### src/rtl/simt_pkg.sv
// Shared types and constants for the three-list intersect-minus-exclusion block.
package simt_pkg;

  localparam int DEPTH_DEF   = 32;
  localparam int MAX_RESULTS = 32;
  localparam int VAL_W       = 32;
  localparam int CNT_W       = 6;
  localparam int REQ_W       = 3;

  localparam logic [REQ_W-1:0] REQ_LOAD_FIRST  = 3'd0;
  localparam logic [REQ_W-1:0] REQ_LOAD_SECOND = 3'd1;
  localparam logic [REQ_W-1:0] REQ_LOAD_EXCL   = 3'd2;
  localparam logic [REQ_W-1:0] REQ_COMPUTE     = 3'd3;
  localparam logic [REQ_W-1:0] REQ_CLEAR       = 3'd4;

  typedef struct packed {
    logic [REQ_W-1:0]        req_type;
    logic signed [VAL_W-1:0] elem_value;
  } in_word_t;

  typedef struct packed {
    logic signed [VAL_W-1:0] out_value;
    logic [CNT_W-1:0]        out_count;
    logic                    is_last;
    logic                    is_empty;
    logic                    overflow;
  } out_word_t;

  typedef struct packed {
    logic             v;
    logic             last_tok;
    logic             hit_sec;
    logic             hit_exc;
    logic [VAL_W-1:0] val;
  } tok_t;

  typedef struct packed {
    logic             wr_sec;
    logic             wr_exc;
    logic [VAL_W-1:0] value;
  } load_t;

endpackage

### src/rtl/simt_cell.sv
// One compare cell: holds one second-list and one excluded-list entry, passes a probe on.
module simt_cell #(
  parameter int LW  = 6,
  parameter int IDX = 0
) (
  input  logic            clk,
  input  logic            rst_n,
  input  logic            en,
  input  simt_pkg::load_t ld,
  input  logic [LW-1:0]   sec_len,
  input  logic [LW-1:0]   exc_len,
  input  simt_pkg::tok_t  tok_i,
  output simt_pkg::tok_t  tok_o
);
  import simt_pkg::*;

  logic [VAL_W-1:0] sec_r;
  logic [VAL_W-1:0] exc_r;
  logic             v_r;
  logic             last_r;
  logic             hs_r;
  logic             hx_r;
  logic [VAL_W-1:0] val_r;
  logic             sec_ok;
  logic             exc_ok;

  assign sec_ok = sec_len > LW'(IDX);
  assign exc_ok = exc_len > LW'(IDX);

  always_ff @(posedge clk) begin
    if (ld.wr_sec && sec_len == LW'(IDX)) begin
      sec_r <= ld.value;
    end
    if (ld.wr_exc && exc_len == LW'(IDX)) begin
      exc_r <= ld.value;
    end
  end

  always_ff @(posedge clk) begin
    if (!rst_n) begin
      v_r <= 1'b0;
    end else if (en) begin
      v_r <= tok_i.v;
    end
  end

  always_ff @(posedge clk) begin
    if (en) begin
      last_r <= tok_i.last_tok;
      val_r  <= tok_i.val;
      hs_r   <= tok_i.hit_sec | (sec_ok && tok_i.val == sec_r);
      hx_r   <= tok_i.hit_exc | (exc_ok && tok_i.val == exc_r);
    end
  end

  always_comb begin
    tok_o          = '0;
    tok_o.v        = v_r;
    tok_o.last_tok = last_r;
    tok_o.hit_sec  = hs_r;
    tok_o.hit_exc  = hx_r;
    tok_o.val      = val_r;
  end

endmodule

### src/rtl/simt_chain.sv
// Row of compare cells that a first-list probe walks one cell per cycle while en is high.
module simt_chain #(
  parameter int DEPTH = simt_pkg::DEPTH_DEF,
  parameter int LW    = $clog2(DEPTH + 1)
) (
  input  logic            clk,
  input  logic            rst_n,
  input  logic            en,
  input  simt_pkg::load_t ld,
  input  logic [LW-1:0]   sec_len,
  input  logic [LW-1:0]   exc_len,
  input  simt_pkg::tok_t  tok_i,
  output simt_pkg::tok_t  tok_o
);
  import simt_pkg::*;

  tok_t toks [DEPTH+1];

  assign toks[0] = tok_i;

  for (genvar k = 0; k < DEPTH; k++) begin : g_cell
    simt_cell #(
      .LW  (LW),
      .IDX (k)
    ) u_cell (
      .clk     (clk),
      .rst_n   (rst_n),
      .en      (en),
      .ld      (ld),
      .sec_len (sec_len),
      .exc_len (exc_len),
      .tok_i   (toks[k]),
      .tok_o   (toks[k+1])
    );
  end

  assign tok_o = toks[DEPTH];

endmodule

### src/rtl/set_intersect_minus_third.sv
// Top level: list loading, first-list sequencer, cell chain and result stage.
// Load and clear words produce no result. A compute word occupies the block until its run
// ends: the first list is read one entry per cycle while the output is not stalled, and
// every probe crosses the DEPTH-cell compare chain. The first result word is registered
// once the next qualifier or the run end reaches the result stage, since each qualifier
// waits for the next one or the run end; output stalls freeze the chain. Reset clears
// list lengths and the overflow flag; no clearing pass.
module set_intersect_minus_third #(
  parameter int DEPTH = simt_pkg::DEPTH_DEF
) (
  input  logic                clk,
  input  logic                rst_n,
  input  logic                in_valid,
  output logic                in_ready,
  input  simt_pkg::in_word_t  in_data,
  output logic                out_valid,
  input  logic                out_ready,
  output simt_pkg::out_word_t out_data
);
  import simt_pkg::*;

  localparam int LW = $clog2(DEPTH + 1);
  localparam int AW = (DEPTH > 1) ? $clog2(DEPTH) : 1;

  typedef enum logic [2:0] {
    ST_IDLE  = 3'b001,
    ST_ISSUE = 3'b010,
    ST_DRAIN = 3'b100
  } state_t;

  state_t           state_r, state_nxt;
  logic [LW-1:0]    first_len_r, first_len_nxt;
  logic [LW-1:0]    sec_len_r, sec_len_nxt;
  logic [LW-1:0]    exc_len_r, exc_len_nxt;
  logic             ovf_r, ovf_nxt;
  logic [LW-1:0]    idx_r, idx_nxt;
  logic [VAL_W-1:0] first_mem [DEPTH];
  logic             s0_v_r;
  logic             s0_last_r;
  logic [VAL_W-1:0] s0_val_r;
  tok_t             s0_tok;
  tok_t             tail;
  load_t            ld;
  logic             accept;
  logic             en;
  logic             wr_first;
  logic             issue_more;
  logic             qual;
  logic             hold_v_r, hold_v_nxt;
  logic [VAL_W-1:0] hold_val_r, hold_val_nxt;
  logic [CNT_W-1:0] cnt_r, cnt_nxt;
  logic             push;
  out_word_t        push_word;
  logic             out_valid_r;
  out_word_t        out_r;

  assign in_ready   = (state_r == ST_IDLE);
  assign accept     = in_valid && in_ready;
  assign en         = !out_valid_r || out_ready;
  assign issue_more = idx_r < first_len_r;

  assign wr_first = accept && in_data.req_type == REQ_LOAD_FIRST &&
                    first_len_r < LW'(DEPTH);

  always_comb begin
    ld        = '0;
    ld.wr_sec = accept && in_data.req_type == REQ_LOAD_SECOND && sec_len_r < LW'(DEPTH);
    ld.wr_exc = accept && in_data.req_type == REQ_LOAD_EXCL && exc_len_r < LW'(DEPTH);
    ld.value  = in_data.elem_value;
  end

  always_comb begin
    state_nxt     = state_r;
    first_len_nxt = first_len_r;
    sec_len_nxt   = sec_len_r;
    exc_len_nxt   = exc_len_r;
    ovf_nxt       = ovf_r;
    idx_nxt       = idx_r;
    unique case (state_r)
      ST_IDLE: begin
        if (accept) begin
          unique case (in_data.req_type)
            REQ_LOAD_FIRST: begin
              if (first_len_r < LW'(DEPTH)) first_len_nxt = first_len_r + 1'b1;
              else ovf_nxt = 1'b1;
            end
            REQ_LOAD_SECOND: begin
              if (sec_len_r < LW'(DEPTH)) sec_len_nxt = sec_len_r + 1'b1;
              else ovf_nxt = 1'b1;
            end
            REQ_LOAD_EXCL: begin
              if (exc_len_r < LW'(DEPTH)) exc_len_nxt = exc_len_r + 1'b1;
              else ovf_nxt = 1'b1;
            end
            REQ_COMPUTE: begin
              state_nxt = ST_ISSUE;
              idx_nxt   = '0;
            end
            REQ_CLEAR: begin
              first_len_nxt = '0;
              sec_len_nxt   = '0;
              exc_len_nxt   = '0;
              ovf_nxt       = 1'b0;
            end
            default: begin
            end
          endcase
        end
      end
      ST_ISSUE: begin
        if (en) begin
          if (issue_more) idx_nxt = idx_r + 1'b1;
          else state_nxt = ST_DRAIN;
        end
      end
      ST_DRAIN: begin
        if (en && tail.v && tail.last_tok) state_nxt = ST_IDLE;
      end
      default: begin
        state_nxt = ST_IDLE;
      end
    endcase
  end

  always_ff @(posedge clk) begin
    if (!rst_n) begin
      state_r     <= ST_IDLE;
      first_len_r <= '0;
      sec_len_r   <= '0;
      exc_len_r   <= '0;
      ovf_r       <= 1'b0;
      idx_r       <= '0;
    end else begin
      state_r     <= state_nxt;
      first_len_r <= first_len_nxt;
      sec_len_r   <= sec_len_nxt;
      exc_len_r   <= exc_len_nxt;
      ovf_r       <= ovf_nxt;
      idx_r       <= idx_nxt;
    end
  end

  always_ff @(posedge clk) begin
    if (wr_first) begin
      first_mem[first_len_r[AW-1:0]] <= in_data.elem_value;
    end
  end

  always_ff @(posedge clk) begin
    if (!rst_n) begin
      s0_v_r <= 1'b0;
    end else if (en) begin
      s0_v_r <= (state_r == ST_ISSUE);
    end
  end

  always_ff @(posedge clk) begin
    if (en && state_r == ST_ISSUE) begin
      s0_last_r <= !issue_more;
      s0_val_r  <= first_mem[idx_r[AW-1:0]];
    end
  end

  always_comb begin
    s0_tok          = '0;
    s0_tok.v        = s0_v_r;
    s0_tok.last_tok = s0_last_r;
    s0_tok.val      = s0_val_r;
  end

  simt_chain #(
    .DEPTH (DEPTH),
    .LW    (LW)
  ) u_chain (
    .clk     (clk),
    .rst_n   (rst_n),
    .en      (en),
    .ld      (ld),
    .sec_len (sec_len_r),
    .exc_len (exc_len_r),
    .tok_i   (s0_tok),
    .tok_o   (tail)
  );

  assign qual = tail.v && !tail.last_tok && tail.hit_sec && !tail.hit_exc;

  // hold one qualifier back until the next one or the end of the run decides is_last
  always_comb begin
    hold_v_nxt   = hold_v_r;
    hold_val_nxt = hold_val_r;
    cnt_nxt      = cnt_r;
    push         = 1'b0;
    push_word    = '0;
    push_word.overflow = ovf_r;
    priority if (accept && in_data.req_type == REQ_COMPUTE) begin
      cnt_nxt    = '0;
      hold_v_nxt = 1'b0;
    end else if (en && qual && cnt_r != CNT_W'(MAX_RESULTS)) begin
      if (hold_v_r) begin
        push                = 1'b1;
        push_word.out_value = hold_val_r;
        push_word.out_count = cnt_r;
      end
      hold_v_nxt   = 1'b1;
      hold_val_nxt = tail.val;
      cnt_nxt      = cnt_r + 1'b1;
    end else if (en && tail.v && tail.last_tok) begin
      push              = 1'b1;
      push_word.is_last = 1'b1;
      if (hold_v_r) begin
        push_word.out_value = hold_val_r;
        push_word.out_count = cnt_r;
      end else begin
        push_word.is_empty = 1'b1;
      end
      hold_v_nxt = 1'b0;
    end else begin
    end
  end

  always_ff @(posedge clk) begin
    if (!rst_n) begin
      hold_v_r    <= 1'b0;
      cnt_r       <= '0;
      out_valid_r <= 1'b0;
    end else begin
      hold_v_r <= hold_v_nxt;
      cnt_r    <= cnt_nxt;
      if (push) out_valid_r <= 1'b1;
      else if (out_ready) out_valid_r <= 1'b0;
    end
  end

  always_ff @(posedge clk) begin
    hold_val_r <= hold_val_nxt;
    if (push) out_r <= push_word;
  end

  assign out_valid = out_valid_r;
  assign out_data  = out_r;

  a_hold_counted: assert property (@(posedge clk) disable iff (!rst_n)
    hold_v_r |-> cnt_r != '0)
    else $error("held result without a count");

  a_cnt_cap: assert property (@(posedge clk) disable iff (!rst_n)
    cnt_r <= CNT_W'(MAX_RESULTS))
    else $error("result count above cap");

  a_empty_form: assert property (@(posedge clk) disable iff (!rst_n)
    out_valid_r && out_r.is_empty |-> out_r.is_last && out_r.out_count == '0)
    else $error("empty word not marked last with zero count");

  a_len_bound: assert property (@(posedge clk) disable iff (!rst_n)
    first_len_r <= LW'(DEPTH) && sec_len_r <= LW'(DEPTH) && exc_len_r <= LW'(DEPTH))
    else $error("list length above depth");

  a_idle_drained: assert property (@(posedge clk) disable iff (!rst_n)
    state_r == ST_IDLE |-> !s0_v_r && !hold_v_r)
    else $error("probe or held result left while idle");

endmodule

### config.mk
export PLATFORM = sky130hd
export DESIGN_NAME = set_intersect_minus_third
export DESIGN_NICKNAME = d
export VERILOG_FILES = /design/src/rtl/simt_pkg.sv /design/src/rtl/simt_cell.sv /design/src/rtl/simt_chain.sv /design/src/rtl/set_intersect_minus_third.sv
export SDC_FILE = /design/constraint.sdc
export NUM_CORES = 2
export LEC_CHECK = 0
export ABC_CLOCK_PERIOD_IN_PS = 25900
export BUFFER_PORTS_ARGS = -buffer_cell sky130_fd_sc_hd__buf_2
export CAP_MARGIN = 20
export CORE_MARGIN = 2
export CORE_UTILIZATION = 28
export DETAILED_ROUTE_END_ITERATION = 12
export HOLD_SLACK_MARGIN = 0.03
export PLACE_DENSITY_LB_ADDON = 0.08
export SETUP_SLACK_MARGIN = 0.2
export SLEW_MARGIN = 40
export SYNTH_ARGS = -nofsm -noshare
export SYNTH_HDL_FRONTEND = slang
export SYNTH_HIERARCHICAL = 1
export SYNTH_SLANG_ARGS = --single-unit
### constraint.sdc
create_clock -name clk -period 25.9 [get_ports clk]
set_clock_uncertainty 0.2 [all_clocks]
set_input_delay 2.59 -clock clk [delete_from_list [all_inputs] [get_ports clk]]
set_output_delay 2.59 -clock clk [all_outputs]
set_load 0.01 [all_outputs]
### After elaboration in Yosys (flattened, before gate mapping)

Memories as Yosys holds them, arrays and structs flattened. A register that Yosys moved wholly into a read port is not among the register bits.
Cells that the tools add are included.

* input bits: 39
* flip-flop bits (word level): 3311
* RAM bits: 1024
* memories kept: 1

Memory list
* first_mem: words 32, width 32, read ports 1, clocked after Yosys merged registers in 1, write ports 1, RTL line set_intersect_minus_third.sv:37 `logic [VAL_W-1:0] first_mem [DEPTH];`

* $lt $le $gt $ge: 68
* eq/ne operators: 146
* add/sub/neg operators: 5
* muxes and demuxes: 35
* bitwise gates (word level): 65
* reductions and logical operators: 169

Operator list (count)
* 32-bit equality test: 64
* 6-bit by 5-bit equality test with 1-bit output (second input constant): 32
* 6-bit by 5-bit greater-than comparator with 1-bit output (second input constant): 32
* 1-bit logical AND: 144
* 6-bit by 4-bit equality test with 1-bit output (second input constant): 16
* 6-bit by 4-bit greater-than comparator with 1-bit output (second input constant): 16
* 38-bit 2-to-1 mux: 2
* 1-bit OR: 62
* 6-bit by 3-bit equality test with 1-bit output (second input constant): 8
* 6-bit by 3-bit greater-than comparator with 1-bit output (second input constant): 8
* 6-bit case mux with 2 select lines: 4
* 6-bit 2-to-1 mux: 7
* 40-bit 2-to-1 mux: 1
* 6-bit by 1-bit adder with 6-bit output (second input constant): 5
* 6-bit by 2-bit equality test with 1-bit output (second input constant): 4
* 6-bit by 1-bit greater-than comparator with 1-bit output (second input constant): 4
* 6-bit by 2-bit greater-than comparator with 1-bit output (second input constant): 4
* 6-bit less-than comparator (second input constant): 3
* 3-bit 2-to-1 mux: 5
* 1-bit 2-to-1 mux: 14
* 2-bit != test (second input constant): 7
* 6-bit by 1-bit equality test with 1-bit output (second input constant): 2
* 6-bit logical NOT: 2
* 4-bit AND reduction: 3
* 19 further kinds: 39

### Depth between registers and ports, before layout

* depth after elaboration: 9
* mapped depth: 9
* gate-level depth less buffers: 7

### Hierarchy

The synthesis kept the hierarchy.

Modules (own cells, without submodules)
* set_intersect_minus_third: cells each 2242, instances 1, area each 44521.4 um2
* simt_cell (u_chain.g_cell[10].u_cell ...): cells each 202, instances 2, area each 3809.9 um2
* simt_cell (u_chain.g_cell[19].u_cell ...): cells each 203, instances 2, area each 3799.9 um2
* simt_cell (u_chain.g_cell[4].u_cell ...): cells each 202, instances 2, area each 3794.9 um2
* simt_cell (u_chain.g_cell[20].u_cell): cells each 205, instances 1, area each 3851.2 um2
* simt_cell (u_chain.g_cell[21].u_cell): cells each 204, instances 1, area each 3819.9 um2
* simt_cell (u_chain.g_cell[22].u_cell): cells each 204, instances 1, area each 3817.4 um2
* simt_cell (u_chain.g_cell[17].u_cell): cells each 202, instances 1, area each 3812.4 um2
* simt_cell (u_chain.g_cell[18].u_cell): cells each 203, instances 1, area each 3809.9 um2
* simt_cell (u_chain.g_cell[29].u_cell): cells each 202, instances 1, area each 3807.4 um2
* simt_cell (u_chain.g_cell[5].u_cell): cells each 200, instances 1, area each 3807.4 um2
* simt_cell (u_chain.g_cell[0].u_cell): cells each 200, instances 1, area each 3804.9 um2
* simt_cell (u_chain.g_cell[16].u_cell): cells each 202, instances 1, area each 3804.9 um2
* simt_cell (u_chain.g_cell[12].u_cell): cells each 202, instances 1, area each 3802.4 um2
* +16 rows

### Worst setup path before layout

Ideal clock, no wire load.

* path kind: input port to flip-flop
* from: in out_ready
* to: reg out_r (netlist bit out_data[0]), enable pin
* slack: 5722 ps
* data arrival time: 19523 ps
* cell stages on the path: 4
* data required time: 25245 ps
* cell sequence: nor2b_1 inv_2 nand3_1 a21oi_1

* longest elaborated chain between the ends: 6
* elaborated cells between the ends (all ways): 8

Ends and longest elaborated chain
* start, declared: RTL line set_intersect_minus_third.sv:17 `input logic out_ready,`
* 1-bit logical OR *: RTL line set_intersect_minus_third.sv:59 `assign en = !out_valid_r || out_ready;`
* net en: RTL line set_intersect_minus_third.sv:45 `logic en;`
* 1-bit logical AND (2 in series): RTL line set_intersect_minus_third.sv:207 `end else if (en && tail.v && tail.last_tok) begin`
* 1-bit 2-to-1 mux: RTL line set_intersect_minus_third.sv:207
* 1-bit 2-to-1 mux *: RTL line set_intersect_minus_third.sv:198 `end else if (en && qual && cnt_r != CNT_W'(MAX_RESULTS)) begin`
* 1-bit 2-to-1 mux *: RTL line set_intersect_minus_third.sv:195 `priority if (accept && in_data.req_type == REQ_COMPUTE) begin`
* net push: RTL line set_intersect_minus_third.sv:52 `logic push;`
* end signal, assigned: RTL line set_intersect_minus_third.sv:236 `if (push) out_r <= push_word;`
* end, declared: RTL line set_intersect_minus_third.sv:55 `out_word_t out_r;`

The timed path passes the listed nets; every way through them passes the cells marked *.
A chain may end at the register's enable or synchronous reset.

### Final worst setup path

* from: in out_ready
* to: reg u_chain.g_cell[16].u_cell.val_r[15], enable pin

* longest elaborated chain between the ends: 1

Ends and longest elaborated chain
* 1-bit logical OR: RTL line set_intersect_minus_third.sv:59
* net en: RTL line set_intersect_minus_third.sv:45
* end signal, assigned: RTL line simt_cell.sv:50 `val_r <= tok_i.val;`
* end, declared: RTL line simt_cell.sv:23 `logic [VAL_W-1:0] val_r;`

The timed path passes the listed nets, and every way through them passes these cells.

==> metrics.txt <==
# TYPE chip_impl_metric gauge
chip_impl_metric{name="yosys_warnings",unit=""} 6
chip_impl_info{name="timing_worst_setup_path_type",value="input port to flop"} 1
chip_impl_metric{name="synth.lib_cells_used.distinct",unit=""} 81
chip_impl_metric{name="reg2reg_slack",unit="ns"} 21.03
chip_impl_metric{name="grt_first_pass_wirelength",unit="microns"} 745000
chip_impl_metric{name="ys_async_sr_fraction",unit=""} 0
chip_impl_metric{name="cts_post_setup_buffers_inserted",unit=""} 0
chip_impl_info{name="timing.critical_path.from_type",value="input port"} 1
chip_impl_metric{name="fin_area",unit="sq um"} 194000
chip_impl_info{name="netlist_top_cells_area",value="edfxtp_1, xnor2_1, nand4_1"} 1
chip_impl_metric{name="pwr-share-seq",unit=""} 0.521
chip_impl_metric{name="leakage",unit="nW"} 59.2
chip_impl_metric{name="ff2ff_path_depth",unit=""} 8
chip_impl_metric{name="chipWidth",unit="microns"} 774
chip_impl_metric{name="globalRoute.totalOverflow",unit=""} 0
chip_impl_info{name="timing.critical_path.from",value="out_ready"} 1
chip_impl_metric{name="htree_levels",unit=""} 6
chip_impl_metric{name="grtUsageTotal",unit=""} 0.179
chip_impl_metric{name="seq_area_frac_synth",unit=""} 0.785
chip_impl_metric{name="die_area",unit="sq um"} 600000
chip_impl_metric{name="drt_drc_violations_left",unit=""} 0
chip_impl_metric{name="placed_area",unit="sq um"} 178000
chip_impl_metric{name="finalMaxSlewViolations",unit=""} 0
chip_impl_metric{name="power_per_cell_area",unit="nW/um^2"} 76.5
chip_impl_info{name="tritoncts",value="built"} 1
chip_impl_info{name="grt.busiest_layer",value="met2"} 1
chip_impl_metric{name="route.detailed.wl_per_inst",unit="microns"} 31.4
chip_impl_metric{name="numCtsBuffers",unit=""} 520
chip_impl_metric{name="initialDrtViolationCount",unit=""} 6631
chip_impl_metric{name="port_buffers",unit=""} 81
chip_impl_metric{name="hold_violations",unit=""} 0
chip_impl_metric{name="synth_area",unit="sq um"} 166000
chip_impl_metric{name="synthToLayoutAreaGrowth",unit="%"} 16.9
chip_impl_metric{name="met2_usage",unit=""} 0.309
chip_impl_metric{name="cts-hold-fix-buffers",unit=""} 0
chip_impl_info{name="r2r-end",value="s0_val_r[8]$_DFFE_PP_"} 1
chip_impl_metric{name="ir_worst_vdd",unit="uV"} 63.1
chip_impl_metric{name="dieHeight",unit="microns"} 774
chip_impl_info{name="critPathCapture",value="u_chain/g_cell[16].u_cell/val_r[15]$_DFFE_PP_"} 1
chip_impl_metric{name="worst-endpoint-required",unit="ns"} 26.40
chip_impl_metric{name="hold_slack",unit="ns"} 0.215
chip_impl_metric{name="fraction_of_power_consumed_by_combinational_cells",unit=""} 0.016
chip_impl_metric{name="ctsLongestPathBuffers",unit=""} 4
chip_impl_metric{name="number_of_standard_cells_after_synthesis",unit=""} 8700
chip_impl_info{name="clockRootBuffer",value="clkbuf_16"} 1
chip_impl_info{name="synth.most_common_cell",value="edfxtp_1"} 1
chip_impl_metric{name="initial_utilization",unit=""} 0.281
chip_impl_info{name="synth.top_cells.by_count",value="edfxtp_1, xnor2_1, nand4_1, xor2_1, mux2i_1"} 1
chip_impl_metric{name="initial_antenna_violation_count",unit=""} 75
chip_impl_metric{name="worst_skew_pair.late_latency",unit="ns"} 1.09
chip_impl_info{name="synth_largest_area_cell",value="edfxtp_1"} 1
chip_impl_metric{name="final_antenna_net_count",unit=""} 0
chip_impl_metric{name="pre_cts_ws",unit="ns"} 19.11
chip_impl_info{name="cp-end-kind",value="flop"} 1
chip_impl_metric{name="via_count",unit=""} 81562
chip_impl_metric{name="fillerInstances",unit=""} 56426
chip_impl_metric{name="cts-resized-gates",unit=""} 0
chip_impl_metric{name="floorplan.rows",unit=""} 282
chip_impl_metric{name="timing.max_slew.rel_slack",unit=""} 0.367
chip_impl_metric{name="finalSetupViolations",unit=""} 0
chip_impl_metric{name="design_power_total",unit="mW"} 14.9
chip_impl_metric{name="final_core_util",unit=""} 0.329
chip_impl_metric{name="syn_avg_cell_area",unit="sq um"} 19.1
chip_impl_metric{name="worstMarginPinSlew",unit="ns"} 0.950
chip_impl_metric{name="io-pin-count",unit=""} 82
chip_impl_info{name="grt_setup_unrepaired",value="false"} 1
chip_impl_metric{name="final-instance-count-excl-fill",unit=""} 17534
chip_impl_metric{name="fin_nets",unit=""} 9362
chip_impl_info{name="timing.rr.start",value="idx_r[1]$_SDFFE_PN0P_"} 1
chip_impl_info{name="worstHoldPathType",value="flop to flop"} 1
chip_impl_metric{name="worst_slack",unit="ns"} 20.21
chip_impl_metric{name="grt_use_met3",unit=""} 0.0200
chip_impl_metric{name="global_route.usage.met1",unit=""} 0.245
chip_impl_metric{name="power.switching_fraction",unit=""} 0.211
chip_impl_metric{name="max_freq",unit="GHz"} 0.176
chip_impl_metric{name="power.share.clock",unit=""} 0.463
chip_impl_metric{name="drt_pre_antenna_iters",unit=""} 5
chip_impl_metric{name="placeable_area",unit="sq um"} 591000
chip_impl_metric{name="power.net_switching",unit="mW"} 3.13
chip_impl_metric{name="number_of_enable_type_register_cells_in_the_synthesized_netlist",unit=""} 4298
chip_impl_metric{name="cp_data_arrival_time",unit="ns"} 6.18
chip_impl_metric{name="place.detailed.hpwl",unit="microns"} 345000
chip_impl_metric{name="placed_cells",unit=""} 16591
chip_impl_metric{name="finalWorstPathRequiredPeriod",unit="ns"} 5.69
chip_impl_metric{name="max-cap-violations",unit=""} 0
chip_impl_metric{name="finalSetupTns",unit="ns"} 0
chip_impl_info{name="synthFlopType",value="edfxtp_1"} 1
chip_impl_metric{name="layout-drive-gt1-share",unit=""} 0.144
chip_impl_metric{name="avgViaCountPerCell",unit=""} 4.65
chip_impl_metric{name="worst-path-max-fanout",unit=""} 78
chip_impl_info{name="run_status",value="complete, no violations"} 1
chip_impl_metric{name="period_share",unit=""} 0.220
chip_impl_metric{name="path_clk_slew",unit="ns"} 0.07
chip_impl_metric{name="ys_ff_latch",unit=""} 4367
chip_impl_metric{name="wl",unit="microns"} 551000
chip_impl_metric{name="gpl.final_weighted_congestion",unit=""} 0.774
chip_impl_metric{name="grt_start_max_net_pins",unit=""} 131
chip_impl_metric{name="tritoncts_num_sinks",unit=""} 4367
chip_impl_metric{name="first_global_vias",unit=""} 83995
chip_impl_metric{name="synth_largest_type_area_fraction",unit=""} 0.777
chip_impl_metric{name="p_int",unit="mW"} 11.7
[power by group through the flow]
stage,Sequential (mW),Combinational [mW],Clock (mW)
floorplan,7.89,0.0234,0
global placement,7.89,0.238,0
detailed placement,7.89,0.246,0
CTS,7.74,0.247,7.10
global route,7.74,0.246,7.36
finish,7.74,0.232,6.88
[per-layer routing]
metal | wire (microns) | share of wire
met5 | 0 | 0
met4 | 11300 | 0.021
met3 | 21700 | 0.039
met2 | 273000 | 0.50
met1 | 245000 | 0.44
[sequential cells by signal, summed over array words and instances, names as in the netlist, 32 cells and up]
signal and count:
u_chain/g_cell.u_cell/v_r 32, u_chain/g_cell.u_cell/exc_r 1024, hold_val_r 32, u_chain/g_cell.u_cell/hs_r 32
u_chain/g_cell.u_cell/val_r 1024, u_chain/g_cell.u_cell/last_r 32, s0_val_r 32, first_mem 1024
out_data 41, u_chain/g_cell.u_cell/hx_r 32, u_chain/g_cell.u_cell/sec_r 1024
[critical path: stages]
cell and delay [ns]:
buf_2 0.14, nor2b_1 0.19, inv_8 0.46, buf_4 0.64, buf_6 0.63, buf_4 0.57, buf_6 0.58
[kinds of logic after synthesis]
group | Yosys count | synth area share
flops | 4367 | 0.785
xor+xnor | 2060 | 0.109
simple gates | 1174 | 0.0412
mux | 449 | 0.0377
compound gates | 372 | 0.0170
buf+inv | 263 | 0.00943
fa+ha+maj | 14 | 0.00105
other cells | 1 | 0.0000226
[layout by cell type, fill, tap and decap left out, drive strengths merged, types with 27 or more instances in the layout]
| cell type | synthesis | final |
|---|---|---|
| o22ai | 66 | 66 |
| a21oi | 40 | 40 |
| nand2 | 93 | 93 |
| buf | 195 | 328 |
| diode | 0 | 31 |
| a31o | 35 | 35 |
| xor2 | 231 | 231 |
| edfxtp | 4298 | 4298 |
| mux4 | 128 | 128 |
| o221ai | 32 | 32 |
| clkinv | 1 | 198 |
| nand3 | 44 | 44 |
| nor3 | 84 | 84 |
| mux2 | 129 | 129 |
| a211oi | 44 | 44 |
| and2 | 49 | 49 |
| dfxtp | 69 | 69 |
| nand4 | 465 | 465 |
| nor2b | 37 | 37 |
| a22oi | 65 | 65 |
| xnor2 | 1829 | 1829 |
| nor2 | 157 | 157 |
| mux2i | 192 | 192 |
| a41o | 27 | 27 |
| inv | 20 | 45 |
| clkbuf | 47 | 660 |
| nor4 | 141 | 141 |
[worst min path at each step]
stage                                                  startpoint                                         end  slack (ns)  cells past startpoint
finish              u_chain/g_cell[31].u_cell/val_r[24]$_DFFE_PP_                    hold_val_r[24]$_DFFE_PP_        0.21                      0
global route           u_chain/g_cell[15].u_cell/last_r$_DFFE_PP_  u_chain/g_cell[16].u_cell/last_r$_DFFE_PP_        0.22                      0
CTS                                           s0_last_r$_DFFE_PP_   u_chain/g_cell[0].u_cell/last_r$_DFFE_PP_        0.20                      0
detailed placement     u_chain/g_cell[29].u_cell/last_r$_DFFE_PP_  u_chain/g_cell[30].u_cell/last_r$_DFFE_PP_        0.21                      0
global placement    u_chain/g_cell[31].u_cell/val_r[29]$_DFFE_PP_                    hold_val_r[29]$_DFFE_PP_        0.20                      0
floorplan            u_chain/g_cell[31].u_cell/val_r[0]$_DFFE_PP_                     hold_val_r[0]$_DFFE_PP_        0.20                      0
[area by class of cell]
type / count / area, sq um / share of cell area
flip-flops and latches: 4367 / 130000 / 0.672
clock inverters: 246 / 2010 / 0.0103
well taps: 7810 / 9770 / 0.0503
clock buffers: 660 / 13800 / 0.0709
multi-input cells: 4071 / 34700 / 0.179
diodes: 31 / 77.6 / 0.000399
repair buffers: 328 / 3330 / 0.0171
inverters: 21 / 86.3 / 0.000444
Power figures use the tool's default switching activity.
